===== src/hdl/brle_pkg.sv =====
// Shared types and constants for the byte run-length text encoder.
// No dependencies; all hdl/ files but brle_checker refer to it by scoped names.
package brle_pkg;

  // Most result bytes one input transaction can produce, and the flush part of that.
  localparam int unsigned BurstMax = 6;
  localparam int unsigned FlushMax = 5;

  // Character codes used by the encoder.
  localparam logic [7:0] CHAR_LBRACK  = 8'h5B;
  localparam logic [7:0] CHAR_RBRACK  = 8'h5D;
  localparam logic [7:0] CHAR_NEWLINE = 8'h0A;
  localparam logic [3:0] CHAR_DIGIT_HI = 4'h3;

  // Largest usable threshold; larger register values act as this one.
  localparam logic [2:0] THRESH_MAX = 3'd5;

  // Decimal cap on the repeat counter, so a bracketed count has at most three digits.
  localparam int unsigned DecCap = 999;

  // Configuration register indexes.
  localparam logic CFG_COMPRESS = 1'b0;
  localparam logic CFG_THRESH   = 1'b1;

  // Result bytes of one input transaction, ready to be drained in order.
  typedef struct packed {
    logic [BurstMax-1:0][7:0] bytes;
    logic [2:0]               count;
  } burst_t;

endpackage


===== src/hdl/brle_front.sv =====
// Run state, configuration registers and burst composition for the encoder.
// Depends on brle_pkg; feeds brle_drain with one burst per accepted transaction.
module brle_front #(
  parameter int unsigned COUNT_BITS = 8
) (
  input  logic                clk_i,
  input  logic                rst_ni,
  input  logic                cfg_we_i,
  input  logic                cfg_idx_i,
  input  logic [2:0]          cfg_wdata_i,
  input  logic                in_fire_i,
  input  logic [7:0]          text_byte_i,
  input  logic                line_end_i,
  output brle_pkg::burst_t    burst_o
);

  // Saturation value of the repeat counter, split into decimal digits at elaboration.
  localparam int unsigned CapRaw = (1 << COUNT_BITS) - 1;
  localparam int unsigned Cap    = (CapRaw < brle_pkg::DecCap) ? CapRaw : brle_pkg::DecCap;
  localparam logic [3:0]  CapH   = 4'(Cap / 100);
  localparam logic [3:0]  CapT   = 4'((Cap / 10) % 10);
  localparam logic [3:0]  CapO   = 4'(Cap % 10);

  localparam int unsigned FlushLen = brle_pkg::FlushMax;

  logic       compress_q, compress_d;
  logic [2:0] thresh_q, thresh_d;
  logic [7:0] held_byte_q, held_byte_d;
  logic       held_valid_q, held_valid_d;
  logic [3:0] cnt_h_q, cnt_h_d;
  logic [3:0] cnt_t_q, cnt_t_d;
  logic [3:0] cnt_o_q, cnt_o_d;

  logic       same_byte;
  logic       count_only;
  logic       flush_en;
  logic       at_cap;
  logic [2:0] thresh_eff;
  logic       bracket;
  logic [FlushLen-1:0][7:0] flush_bytes;
  logic [2:0] flush_n;
  logic [7:0] tail_byte;

  // Configuration registers, to be written only while the block is idle; the block does not enforce it.
  always_comb begin
    compress_d = compress_q;
    thresh_d   = thresh_q;
    if (cfg_we_i) begin
      unique case (cfg_idx_i)
        brle_pkg::CFG_COMPRESS: compress_d = cfg_wdata_i[0];
        brle_pkg::CFG_THRESH:   thresh_d   = cfg_wdata_i;
        default: ;
      endcase
    end
  end

  // Classify the incoming transaction against the open run.
  assign same_byte  = held_valid_q && (text_byte_i == held_byte_q);
  assign count_only = !line_end_i && compress_q && same_byte;
  assign flush_en   = held_valid_q && ({cnt_h_q, cnt_t_q, cnt_o_q} != 12'd0);
  assign at_cap     = (cnt_h_q == CapH) && (cnt_t_q == CapT) && (cnt_o_q == CapO);
  assign thresh_eff = (thresh_q > brle_pkg::THRESH_MAX) ? brle_pkg::THRESH_MAX : thresh_q;
  assign bracket    = (cnt_h_q != 4'd0) || (cnt_t_q != 4'd0) || (cnt_o_q > 4'(thresh_eff));
  assign tail_byte  = line_end_i ? brle_pkg::CHAR_NEWLINE : text_byte_i;

  // Bytes that close the open run: a bracketed decimal count or plain repeats.
  always_comb begin
    for (int i = 0; i < FlushLen; i++) begin
      flush_bytes[i] = held_byte_q;
    end
    flush_n = 3'd0;
    if (flush_en) begin
      if (bracket) begin
        flush_bytes[0] = brle_pkg::CHAR_LBRACK;
        if (cnt_h_q != 4'd0) begin
          flush_bytes[1] = {brle_pkg::CHAR_DIGIT_HI, cnt_h_q};
          flush_bytes[2] = {brle_pkg::CHAR_DIGIT_HI, cnt_t_q};
          flush_bytes[3] = {brle_pkg::CHAR_DIGIT_HI, cnt_o_q};
          flush_bytes[4] = brle_pkg::CHAR_RBRACK;
          flush_n        = 3'd5;
        end else if (cnt_t_q != 4'd0) begin
          flush_bytes[1] = {brle_pkg::CHAR_DIGIT_HI, cnt_t_q};
          flush_bytes[2] = {brle_pkg::CHAR_DIGIT_HI, cnt_o_q};
          flush_bytes[3] = brle_pkg::CHAR_RBRACK;
          flush_n        = 3'd4;
        end else begin
          flush_bytes[1] = {brle_pkg::CHAR_DIGIT_HI, cnt_o_q};
          flush_bytes[2] = brle_pkg::CHAR_RBRACK;
          flush_n        = 3'd3;
        end
      end else begin
        // At or below the threshold the count is a single digit of at most five.
        flush_n = cnt_o_q[2:0];
      end
    end
  end

  // Burst: flush bytes first, then the literal or newline; empty if the item only extends a run.
  always_comb begin
    for (int i = 0; i < brle_pkg::BurstMax; i++) begin
      if (3'(i) < flush_n) begin
        burst_o.bytes[i] = flush_bytes[(i < FlushLen) ? i : FlushLen - 1];
      end else begin
        burst_o.bytes[i] = tail_byte;
      end
    end
    burst_o.count = count_only ? 3'd0 : flush_n + 3'd1;
  end

  // Run state update on each accepted transaction.
  always_comb begin
    held_byte_d  = held_byte_q;
    held_valid_d = held_valid_q;
    cnt_h_d      = cnt_h_q;
    cnt_t_d      = cnt_t_q;
    cnt_o_d      = cnt_o_q;
    if (in_fire_i) begin
      if (line_end_i || !compress_q) begin
        held_valid_d = 1'b0;
        cnt_h_d      = 4'd0;
        cnt_t_d      = 4'd0;
        cnt_o_d      = 4'd0;
      end else if (same_byte) begin
        // Decimal increment that stops at the cap.
        if (!at_cap) begin
          if (cnt_o_q != 4'd9) begin
            cnt_o_d = cnt_o_q + 4'd1;
          end else begin
            cnt_o_d = 4'd0;
            if (cnt_t_q != 4'd9) begin
              cnt_t_d = cnt_t_q + 4'd1;
            end else begin
              cnt_t_d = 4'd0;
              cnt_h_d = cnt_h_q + 4'd1;
            end
          end
        end
      end else begin
        held_byte_d  = text_byte_i;
        held_valid_d = 1'b1;
        cnt_h_d      = 4'd0;
        cnt_t_d      = 4'd0;
        cnt_o_d      = 4'd0;
      end
    end
  end

  always_ff @(posedge clk_i or negedge rst_ni) begin
    if (!rst_ni) begin
      compress_q   <= 1'b0;
      thresh_q     <= brle_pkg::THRESH_MAX;
      held_byte_q  <= 8'd0;
      held_valid_q <= 1'b0;
      cnt_h_q      <= 4'd0;
      cnt_t_q      <= 4'd0;
      cnt_o_q      <= 4'd0;
    end else begin
      compress_q   <= compress_d;
      thresh_q     <= thresh_d;
      held_byte_q  <= held_byte_d;
      held_valid_q <= held_valid_d;
      cnt_h_q      <= cnt_h_d;
      cnt_t_q      <= cnt_t_d;
      cnt_o_q      <= cnt_o_d;
    end
  end

endmodule


===== src/hdl/brle_drain.sv =====
// Burst buffer and output register: sends one result byte per unstalled cycle.
// Depends on brle_pkg; loaded by the top level from brle_front.
module brle_drain (
  input  logic             clk_i,
  input  logic             rst_ni,
  input  logic             load_i,
  input  brle_pkg::burst_t burst_i,
  output logic             take_ok_o,
  output logic             out_valid_o,
  input  logic             out_stall_i,
  output logic [7:0]       out_byte_o,
  output logic             last_of_run_o
);

  localparam int unsigned Depth = brle_pkg::BurstMax;

  logic [Depth-1:0][7:0] buf_q, buf_d;
  logic [2:0]            remain_q, remain_d;
  logic                  out_valid_q, out_valid_d;
  logic [7:0]            out_byte_q, out_byte_d;
  logic                  out_last_q, out_last_d;
  logic                  out_free;
  logic                  emit;

  // The output register can take a byte when empty or when its byte leaves now.
  assign out_free  = !out_valid_q || !out_stall_i;
  assign emit      = out_free && (remain_q != 3'd0);
  assign take_ok_o = (remain_q == 3'd0) || ((remain_q == 3'd1) && out_free);

  // Buffer: load a new burst, or shift the head byte out toward the output register.
  always_comb begin
    buf_d    = buf_q;
    remain_d = remain_q;
    if (load_i) begin
      buf_d    = burst_i.bytes;
      remain_d = burst_i.count;
    end else if (emit) begin
      for (int i = 0; i < Depth - 1; i++) begin
        buf_d[i] = buf_q[i+1];
      end
      remain_d = remain_q - 3'd1;
    end
  end

  // Output register; the final byte of a burst carries the last flag.
  always_comb begin
    out_valid_d = out_valid_q;
    out_byte_d  = out_byte_q;
    out_last_d  = out_last_q;
    if (emit) begin
      out_valid_d = 1'b1;
      out_byte_d  = buf_q[0];
      out_last_d  = (remain_q == 3'd1);
    end else if (out_free) begin
      out_valid_d = 1'b0;
    end
  end

  always_ff @(posedge clk_i or negedge rst_ni) begin
    if (!rst_ni) begin
      remain_q    <= 3'd0;
      out_valid_q <= 1'b0;
    end else begin
      remain_q    <= remain_d;
      out_valid_q <= out_valid_d;
    end
  end

  always_ff @(posedge clk_i) begin
    buf_q      <= buf_d;
    out_byte_q <= out_byte_d;
    out_last_q <= out_last_d;
  end

  assign out_valid_o   = out_valid_q;
  assign out_byte_o    = out_byte_q;
  assign last_of_run_o = out_last_q;

endmodule


===== src/hdl/byte_run_length_text_encoder_top.sv =====
// Top level of the byte run-length text encoder.
// Depends on brle_pkg, brle_front and brle_drain.
//
//   Channel  Direction  Handshake                  Payload
//   in       input      in_valid_i / in_stall_o    text_byte_i, line_end_i
//   out      output     out_valid_o / out_stall_i  out_byte_o, last_of_run_o
//   cfg      input      cfg_we_i                   cfg_idx_i, cfg_wdata_i
//
// An input transaction produces zero to six result bytes, sent one per unstalled cycle.
// The first result goes through the drain buffer, then the output register; the drain
// buffer sets the rate: it stalls the input until an item's last result leaves it.
// Items that only extend a run produce none and are taken every cycle the buffer is empty.
// Reset is asynchronous and active low; the block takes input right after release.
module byte_run_length_text_encoder_top #(
  parameter int unsigned COUNT_BITS = 8
) (
  input  logic       clk_i,
  input  logic       rst_ni,
  input  logic       cfg_we_i,
  input  logic       cfg_idx_i,
  input  logic [2:0] cfg_wdata_i,
  input  logic       in_valid_i,
  output logic       in_stall_o,
  input  logic [7:0] text_byte_i,
  input  logic       line_end_i,
  output logic       out_valid_o,
  input  logic       out_stall_i,
  output logic [7:0] out_byte_o,
  output logic       last_of_run_o
);

  brle_pkg::burst_t burst;
  logic             take_ok;
  logic             in_fire;

  // A transaction is taken once the drain buffer can hold its burst.
  assign in_stall_o = !take_ok;
  assign in_fire    = in_valid_i && take_ok;

  brle_front #(
    .COUNT_BITS (COUNT_BITS)
  ) u_front (
    .clk_i       (clk_i),
    .rst_ni      (rst_ni),
    .cfg_we_i    (cfg_we_i),
    .cfg_idx_i   (cfg_idx_i),
    .cfg_wdata_i (cfg_wdata_i),
    .in_fire_i   (in_fire),
    .text_byte_i (text_byte_i),
    .line_end_i  (line_end_i),
    .burst_o     (burst)
  );

  brle_drain u_drain (
    .clk_i         (clk_i),
    .rst_ni        (rst_ni),
    .load_i        (in_fire),
    .burst_i       (burst),
    .take_ok_o     (take_ok),
    .out_valid_o   (out_valid_o),
    .out_stall_i   (out_stall_i),
    .out_byte_o    (out_byte_o),
    .last_of_run_o (last_of_run_o)
  );

endmodule


===== config.mk =====
export PLATFORM = sky130hd
export DESIGN_NAME = byte_run_length_text_encoder_top
export DESIGN_NICKNAME = d
export VERILOG_FILES = /design/src/hdl/brle_pkg.sv /design/src/hdl/brle_front.sv /design/src/hdl/brle_drain.sv /design/src/hdl/byte_run_length_text_encoder_top.sv
export SDC_FILE = /design/constraint.sdc
export NUM_CORES = 1
export LEC_CHECK = 0
export CAP_MARGIN = 20
export CORE_ASPECT_RATIO = 1.2
export CORE_MARGIN = 5
export CORE_UTILIZATION = 64
export CTS_CLUSTER_DIAMETER = 200
export DETAILED_ROUTE_END_ITERATION = 10
export DONT_BUFFER_PORTS = 1
export PLACE_DENSITY = 0.8
export SLEW_MARGIN = 20
export SYNTH_ARGS = -nofsm -noshare
export SYNTH_HDL_FRONTEND = slang
export SYNTH_HIERARCHICAL = 1
export SYNTH_SLANG_ARGS = --single-unit
export TNS_END_PERCENT = 10

===== constraint.sdc =====
create_clock -name clk_i -period 3.4 [get_ports clk_i]
set_clock_uncertainty 0.1 [all_clocks]
set_input_delay 0.85 -clock clk_i [delete_from_list [all_inputs] [get_ports clk_i]]
set_output_delay 0.85 -clock clk_i [all_outputs]
set_load 0.02 [all_outputs]

==> metrics.txt, run 1 <==
# TYPE chip_impl_metric gauge
chip_impl_info{name="run_status",value="complete, no violations"} 1
chip_impl_metric{name="io_pins",unit=""} 29
chip_impl_metric{name="setup_ws_pre_cts",unit="ns"} 0.261
chip_impl_metric{name="seq_area_frac_synth",unit=""} 0.477
chip_impl_info{name="synthFlopType",value="edfxtp_1"} 1
chip_impl_metric{name="cts.repair.resized",unit=""} 0
chip_impl_metric{name="post-route-worst-setup-slack",unit="ns"} 0.213
chip_impl_metric{name="routed_wire_length_per_instance",unit="um"} 20.4
chip_impl_metric{name="route.vias.total",unit=""} 3397
chip_impl_metric{name="critPathBufInv",unit=""} 1
chip_impl_metric{name="floorplan.rows",unit=""} 35
chip_impl_metric{name="gr-total-overflow",unit=""} 0
chip_impl_metric{name="place.gp.congestion",unit=""} 0.935
chip_impl_info{name="critical_path_class",value="flip-flop to flip-flop"} 1
chip_impl_metric{name="dieWidth",unit="um"} 91.6
chip_impl_metric{name="clkSinkCount",unit=""} 86
chip_impl_metric{name="port_buffers",unit=""} 0
chip_impl_metric{name="ys_seq_elements",unit=""} 86
chip_impl_metric{name="wl",unit="um"} 10900
chip_impl_metric{name="antenna_violations_before_repair",unit=""} 0
chip_impl_metric{name="cap_violations",unit=""} 0
chip_impl_metric{name="area_delta_synth_final",unit="%"} 6.02
chip_impl_metric{name="place.detailed.hpwl",unit="um"} 7620
chip_impl_metric{name="cp_data_required_time",unit="ns"} 3.41
chip_impl_metric{name="grt_pass1_vias",unit=""} 3410
chip_impl_info{name="crit_path_top_delay_cell",value="dfstp_2"} 1
chip_impl_metric{name="drcViolationCount",unit=""} 0
chip_impl_metric{name="detail-route-antenna-nets",unit=""} 0
chip_impl_metric{name="finish.net_count",unit=""} 471
chip_impl_metric{name="maximum_buffer_depth_of_the_clock_tree",unit=""} 2
chip_impl_metric{name="pwr_density_cell",unit="mW/mm^2"} 724
chip_impl_metric{name="final_hold_viol_count",unit=""} 0
chip_impl_metric{name="layout_min_cycle_time",unit="ns"} 3.19
chip_impl_metric{name="final_layout_size_suffix_gt1_frac",unit=""} 0.215
chip_impl_info{name="tritoncts",value="yes"} 1
chip_impl_metric{name="synth_area_per_cell",unit="um^2"} 11.6
chip_impl_metric{name="mappedNetlistArea",unit="mm^2"} 0.00511
chip_impl_metric{name="synth.lib_cells_used.distinct",unit=""} 67
chip_impl_info{name="critPathTopFamily",value="compound AO/OA/AOI/OAI gates"} 1
chip_impl_metric{name="timing.critical_path.fanout_max",unit=""} 10
chip_impl_metric{name="tritoncts.num_buffers",unit=""} 9
chip_impl_info{name="root_buffer",value="clkbuf_8"} 1
chip_impl_metric{name="postSynthCellCount",unit=""} 439
chip_impl_metric{name="postSynth.asyncResetShare",unit=""} 0.337
chip_impl_metric{name="grt.total_usage",unit=""} 0.231
chip_impl_metric{name="coreArea",unit="mm^2"} 0.00775
chip_impl_metric{name="vdd_ir_drop_max",unit="uV"} 299
chip_impl_metric{name="post-route-period-util",unit=""} 0.937
chip_impl_info{name="crit_path_end_kind",value="flip-flop"} 1
chip_impl_metric{name="tightest_pin_transition",unit="ns"} 0.758
chip_impl_metric{name="fill_cells",unit=""} 550
chip_impl_metric{name="firstDrtPassIters",unit=""} 5
chip_impl_metric{name="post-cts-setup-buffer-count",unit=""} 0
chip_impl_metric{name="setup_total_negative_slack",unit="ns"} 0
chip_impl_metric{name="dieHeight",unit="um"} 108
chip_impl_metric{name="final_max_slew_viol_count",unit=""} 0
chip_impl_metric{name="postSynthNetCount",unit=""} 473
chip_impl_metric{name="max_freq",unit="MHz"} 314
chip_impl_metric{name="critPathArrivalTime",unit="ns"} 3.20
chip_impl_metric{name="max_stage_delay",unit="ns"} 0.54
chip_impl_metric{name="clk_transition_reported_paths",unit="ns"} 0.10
chip_impl_metric{name="grt_max_degree",unit=""} 67
chip_impl_metric{name="cts.hold.buffers_added",unit=""} 0
chip_impl_metric{name="leakage",unit="nW"} 1.97
chip_impl_metric{name="floorplan.initialDensity",unit=""} 0.660
chip_impl_info{name="worstPathCellList",value="inv_1, nand2_1, ha_1, nor2b_1, o21a_1, o21ai_2, a31oi_4, a21oi_4, mux2i_1, mux2_1"} 1
chip_impl_metric{name="num_antenna_cells",unit=""} 0
chip_impl_metric{name="setup_viol_count_final",unit=""} 0
chip_impl_metric{name="worstSkewPairLatency",unit="ns"} 0.36
chip_impl_metric{name="warning_count_from_the_yosys_run",unit=""} 6
chip_impl_info{name="critPathLaunchType",value="flip-flop"} 1
chip_impl_metric{name="edff_count_synth",unit=""} 57
chip_impl_metric{name="cts-htree-levels",unit=""} 3
chip_impl_metric{name="grt_pass1_wl",unit="um"} 17700
chip_impl_metric{name="max_slew_margin",unit=""} 0.491
chip_impl_metric{name="die_area",unit="mm^2"} 0.00988
chip_impl_info{name="hold_class",value="primary input to asynchronous set/reset pin"} 1
chip_impl_metric{name="vias_per_cell",unit=""} 6.36
chip_impl_metric{name="drt_first_iter_violations",unit=""} 231
chip_impl_info{name="unrepaired_setup_endpoints_after_global_routing",value="false"} 1
==> layout make-up <==
class | count | area, um^2 | area share
clock buffer | 9 | 124 | 0.0229
clock inverter | 7 | 80.1 | 0.0148
inverter | 18 | 67.6 | 0.0125
multi-input combinational | 312 | 2490 | 0.460
sequential | 86 | 2440 | 0.450
tap | 92 | 115 | 0.0212
timing repair buffer | 10 | 100 | 0.0185
==> power by group <==
group          total [mW]  switching (mW)  internal (mW)
sequential           2.02           0.295           1.72
clock               0.750           0.401          0.349
combinational        1.15           0.622          0.532
total                3.92            1.32           2.60
==> final timing paths <==
kind                                          start                     end  slack [ns]  cells after the start
worst max register to register  u_front/thresh_q[2]       u_drain/buf_q[32]        0.21                     10
worst max-delay path            u_front/thresh_q[2]       u_drain/buf_q[32]        0.21                     10
worst min-delay path                         rst_ni  u_front/held_byte_q[4]        0.07                      0
worst min register to register     u_drain/buf_q[6]   u_drain/out_byte_o[6]        0.33                      0
min in group clk_i                 u_drain/buf_q[6]   u_drain/out_byte_o[6]        0.33                      0
max in group asynchronous                    rst_ni     u_front/thresh_q[2]        2.94                      0
==> logic make-up (layout without fill, tap and decap cells) <==
kind of cell / count (synthesis) / in the layout / synth area share
flip-flops: 86 / 86 / 0.477
multiplexers: 103 / 103 / 0.214
adder cells (fa/ha/maj): 16 / 16 / 0.0392
AND/OR/NAND/NOR: 110 / 110 / 0.116
XOR/XNOR: 9 / 9 / 0.0154
AO/OA/AOI/OAI: 74 / 74 / 0.103
buffers and inverters: 41 / 44 / 0.0352
==> through the flow <==
step / instances / hold WS (ns) / cell area (um^2) / utilization / total power [mW]
6_report: 534 / 0.0713 / 5420 / 0.699 / 3.92
5_1_grt: 534 / 0.0470 / 5420 / 0.699 / 4.14
4_1_cts: 534 / 0.0553 / 5420 / 0.699 / 3.94
3_5_place_dp: 518 / 0.307 / 5220 / 0.673 / 3.19
3_3_place_gp: 518 / 0.301 / 5220 / 0.673 / 3.12
2_1_floorplan: 439 / 0.300 / 5110 / - / 2.90
==> Yosys cell counts (2+ instances only) <==
master | count | area share
a211oi_1 | 2 | 0.0029
a21o_1 | 3 | 0.0044
a21oi_1 | 13 | 0.013
a31oi_1 | 2 | 0.0024
and2_1 | 4 | 0.0049
buf_2 | 9 | 0.0088
buf_4 | 2 | 0.0029
clkbuf_1 | 11 | 0.0081
dfrtp_1 | 27 | 0.13
dfstp_2 | 2 | 0.010
edfxtp_1 | 57 | 0.33
ha_1 | 16 | 0.039
inv_1 | 17 | 0.012
mux2_1 | 4 | 0.0088
mux2_2 | 48 | 0.11
mux2i_1 | 51 | 0.10
nand2_1 | 34 | 0.025
nand2b_1 | 7 | 0.0086
nand3_1 | 6 | 0.0059
nand3b_1 | 2 | 0.0029
nand4_1 | 2 | 0.0024
nor2_1 | 29 | 0.021
nor2_2 | 2 | 0.0024
nor2b_1 | 6 | 0.0073
nor3_1 | 2 | 0.0020
o211ai_1 | 2 | 0.0029
o21a_1 | 2 | 0.0029
o21ai_0 | 24 | 0.023
o21ai_1 | 3 | 0.0029
o21bai_1 | 2 | 0.0029
o221ai_1 | 3 | 0.0051
o41ai_1 | 2 | 0.0034
or3b_1 | 2 | 0.0034
xor2_1 | 8 | 0.014
==> layer usage <==
| layer | GRT usage | up-vias | share of wire |
|---|---|---|---|
| met1 | 0.300 | 1638 | 0.43 |
| li1 | - | 1604 | - |
| met3 | 0.0336 | 35 | 0.049 |
| met5 | 0 | - | 0 |
| met4 | 0.121 | 0 | 0.044 |
| met2 | 0.378 | 120 | 0.48 |
==> placed cells by master, fill, tap and decap left out, types with 4 or more instances in the layout <==
cell type	instances
a21oi_1	13
nand3_1	6
nand2b_1	7
nand2_1	34
ha_1	16
mux2i_1	51
buf_4	8
nor2b_1	6
dfrtp_1	27
mux2_1	4
o21ai_0	24
edfxtp_1	57
mux2_2	48
inv_1	17
xor2_1	8
nor2_1	29
clkbuf_8	9
==> state kept, by name, indices dropped and copies added, names as in the netlist <==
name	flops
u_front/thresh_q	3
u_front/cnt_o_q	4
u_front/held_valid_q	1
u_front/cnt_t_q	4
u_drain/buf_q	48
u_drain/out_valid_o	1
u_front/held_byte_q	8
u_front/compress_q	1
u_drain/last_of_run_o	1
u_drain/out_byte_o	8
u_front/cnt_h_q	4
u_drain/remain_q	3
Power figures use the tool's default switching activity.
==> run 2: changes to the inputs <==
--- a/config.mk
+++ b/config.mk
@@ -5,14 +5,15 @@
 export SDC_FILE = /design/constraint.sdc
 export NUM_CORES = 1
 export LEC_CHECK = 0
+export BUFFER_PORTS_ARGS = -buffer_cell sky130_fd_sc_hd__buf_2
 export CAP_MARGIN = 20
 export CORE_ASPECT_RATIO = 1.2
 export CORE_MARGIN = 5
-export CORE_UTILIZATION = 64
+export CORE_UTILIZATION = 61
 export CTS_CLUSTER_DIAMETER = 200
+export CTS_CLUSTER_SIZE = 12
 export DETAILED_ROUTE_END_ITERATION = 10
-export DONT_BUFFER_PORTS = 1
-export PLACE_DENSITY = 0.8
+export PLACE_DENSITY_LB_ADDON = 0.08
 export SLEW_MARGIN = 20
 export SYNTH_ARGS = -nofsm -noshare
 export SYNTH_HDL_FRONTEND = slang
==> run 2 against run 1 <==
Net effect: non-clock buffer count up 33; wire length down 2.5%; first-iteration DRC count down 5.2%; flip-flop and latch count unchanged; total power up 0.87%; fmax up 2.3%; via count up 2.5%; combinational power up 13%; utilization down 1.2 points; setup slack better by 0.071 ns; global-route usage down 0.81 points; critical path type unchanged; critical endpoint is now u_drain/buf_q[1]; largest cell class unchanged; largest power group unchanged.
==> metrics.txt, run 2 (synthesized netlist as in run 1, its figures left out) <==
# TYPE chip_impl_metric gauge
chip_impl_info{name="run_status",value="complete, no violations"} 1
chip_impl_info{name="critPathLaunchType",value="flip-flop"} 1
chip_impl_metric{name="pwr_density_cell",unit="mW/mm^2"} 706
chip_impl_metric{name="antenna_violations_before_repair",unit=""} 0
chip_impl_metric{name="final_hold_viol_count",unit=""} 0
chip_impl_metric{name="place.gp.congestion",unit=""} 0.876
chip_impl_metric{name="max_freq",unit="MHz"} 321
chip_impl_metric{name="cts.repair.resized",unit=""} 0
chip_impl_metric{name="seq_cell_area",unit="mm^2"} 0.00244
chip_impl_metric{name="layout_min_cycle_time",unit="ns"} 3.12
chip_impl_metric{name="setup_total_negative_slack",unit="ns"} 0
chip_impl_metric{name="num_antenna_cells",unit=""} 0
chip_impl_metric{name="worstSkewPairLatency",unit="ns"} 0.36
chip_impl_metric{name="place.detailed.hpwl",unit="um"} 7680
chip_impl_metric{name="cp_data_required_time",unit="ns"} 3.41
chip_impl_metric{name="dieHeight",unit="um"} 110
chip_impl_metric{name="multi_input_gate_area",unit="mm^2"} 0.00249
chip_impl_metric{name="die_area",unit="mm^2"} 0.0103
chip_impl_metric{name="cts.hold.buffers_added",unit=""} 0
chip_impl_metric{name="final_layout_size_suffix_gt1_frac",unit=""} 0.263
chip_impl_metric{name="detail-route-antenna-nets",unit=""} 0
chip_impl_metric{name="dieWidth",unit="um"} 93.6
chip_impl_metric{name="timing.critical_path.fanout_max",unit=""} 8
chip_impl_metric{name="whs",unit="ns"} 0.325
chip_impl_info{name="tritoncts",value="yes"} 1
chip_impl_metric{name="critPathArrivalTime",unit="ns"} 3.13
chip_impl_metric{name="post-route-period-util",unit=""} 0.917
chip_impl_metric{name="vdd_ir_drop_max",unit="uV"} 453
chip_impl_metric{name="finish.net_count",unit=""} 504
chip_impl_metric{name="post-cts-setup-buffer-count",unit=""} 0
chip_impl_metric{name="drcViolationCount",unit=""} 0
chip_impl_metric{name="tritoncts.num_buffers",unit=""} 9
chip_impl_metric{name="port_buffers",unit=""} 28
chip_impl_metric{name="cts-htree-levels",unit=""} 3
chip_impl_metric{name="floorplan.initialDensity",unit=""} 0.627
chip_impl_metric{name="leakage",unit="nW"} 2.09
chip_impl_info{name="layout.cells.most_common",value="edfxtp_1"} 1
chip_impl_info{name="crit_path_end_kind",value="flip-flop"} 1
chip_impl_metric{name="area_delta_synth_final",unit="%"} 9.67
chip_impl_metric{name="io_pins",unit=""} 29
chip_impl_metric{name="post-route-worst-setup-slack",unit="ns"} 0.283
chip_impl_metric{name="grt.total_usage",unit=""} 0.223
chip_impl_metric{name="wl",unit="um"} 10600
chip_impl_metric{name="largest_register_ffs",unit=""} 48
chip_impl_metric{name="cap_violations",unit=""} 0
chip_impl_metric{name="clkSinkCount",unit=""} 86
chip_impl_metric{name="gr-total-overflow",unit=""} 0
chip_impl_metric{name="grt_pass1_wl",unit="um"} 17700
chip_impl_metric{name="max_slew_margin",unit=""} 0.542
chip_impl_metric{name="coreArea",unit="mm^2"} 0.00815
chip_impl_metric{name="setup_ws_pre_cts",unit="ns"} 0.311
chip_impl_metric{name="floorplan.rows",unit=""} 36
chip_impl_info{name="layout_common_cells",value="edfxtp_1 (57), mux2i_1 (51), mux2_2 (48), nand2_1 (34), nor2_1 (29)"} 1
chip_impl_metric{name="grt_pass1_vias",unit=""} 3533
chip_impl_info{name="critical_path_class",value="flip-flop to flip-flop"} 1
chip_impl_metric{name="clk_transition_reported_paths",unit="ns"} 0.09
chip_impl_metric{name="routed_wire_length_per_instance",unit="um"} 18.0
chip_impl_metric{name="fill_cells",unit=""} 633
chip_impl_info{name="unrepaired_setup_endpoints_after_global_routing",value="false"} 1
chip_impl_info{name="largest_register",value="u_drain/buf_q"} 1
chip_impl_metric{name="route.vias.total",unit=""} 3483
chip_impl_metric{name="final_max_slew_viol_count",unit=""} 0
chip_impl_metric{name="tightest_pin_transition",unit="ns"} 0.687
chip_impl_metric{name="setup_viol_count_final",unit=""} 0
chip_impl_info{name="hold_class",value="flip-flop to flip-flop"} 1
chip_impl_metric{name="grt_max_degree",unit=""} 41
chip_impl_metric{name="drt_first_iter_violations",unit=""} 219
chip_impl_metric{name="firstDrtPassIters",unit=""} 4
chip_impl_metric{name="vias_per_cell",unit=""} 5.91
chip_impl_info{name="root_buffer",value="clkbuf_8"} 1
chip_impl_metric{name="design_power_total",unit="mW"} 3.96
chip_impl_metric{name="maximum_buffer_depth_of_the_clock_tree",unit=""} 2
==> run 2: layout make-up <==
cell class	count	area share
Clock buffer	12	0.0241
Clock inverter	4	0.00893
Timing Repair Buffer	43	0.0495
Sequential cell	86	0.435
Tap cell	114	0.0254
Inverter	18	0.0121
Multi-Input combinational cell	312	0.445
==> run 2: metrics by stage <==
step	instances	area [um^2]	utilization
2_1_floorplan	439	5110	-
3_3_place_gp	573	5420	0.665
3_5_place_dp	573	5420	0.665
4_1_cts	589	5610	0.688
5_1_grt	589	5610	0.688
6_report	589	5610	0.688
==> run 2: critical path, stage by stage, from the launching register on <==
cell and delay (ns):
dfstp_2 0.56, inv_1 0.06, nand2_1 0.05, ha_1 0.22
nor2b_1 0.14, o21a_1 0.18, o21ai_2 0.33, a2111o_1 0.53
nand3_4 0.24, mux2i_1 0.17, mux2_2 0.29
==> run 2: where the power goes <==
part	leakage, nW	internal (mW)	switching (mW)
combinational	1.07	0.594	0.711
sequential	0.927	1.72	0.239
clock	0.0866	0.339	0.356
==> run 2: routing by layer <==
layer  up-vias  part of all wire  global-route usage
met3        20             0.041              0.0326
met1      1693              0.44               0.289
met2       106              0.49               0.368
li1       1664                 -                   -
met4         0             0.029               0.112
met5         -                 0                   0
==> run 2: final timing paths <==
path                            slack [ns]                endpoint           startpoint  depth (start not counted)
worst min-delay path                  0.32   u_drain/out_byte_o[2]     u_drain/buf_q[2]                          0
worst max register to register        0.28        u_drain/buf_q[1]  u_front/thresh_q[2]                         10
worst min register to register        0.32   u_drain/out_byte_o[2]     u_drain/buf_q[2]                          0
max in group asynchronous             2.33    u_front/held_valid_q               rst_ni                          1
worst max-delay path                  0.28        u_drain/buf_q[1]  u_front/thresh_q[2]                         10
min in group asynchronous             0.43  u_front/held_byte_q[7]               rst_ni                          1
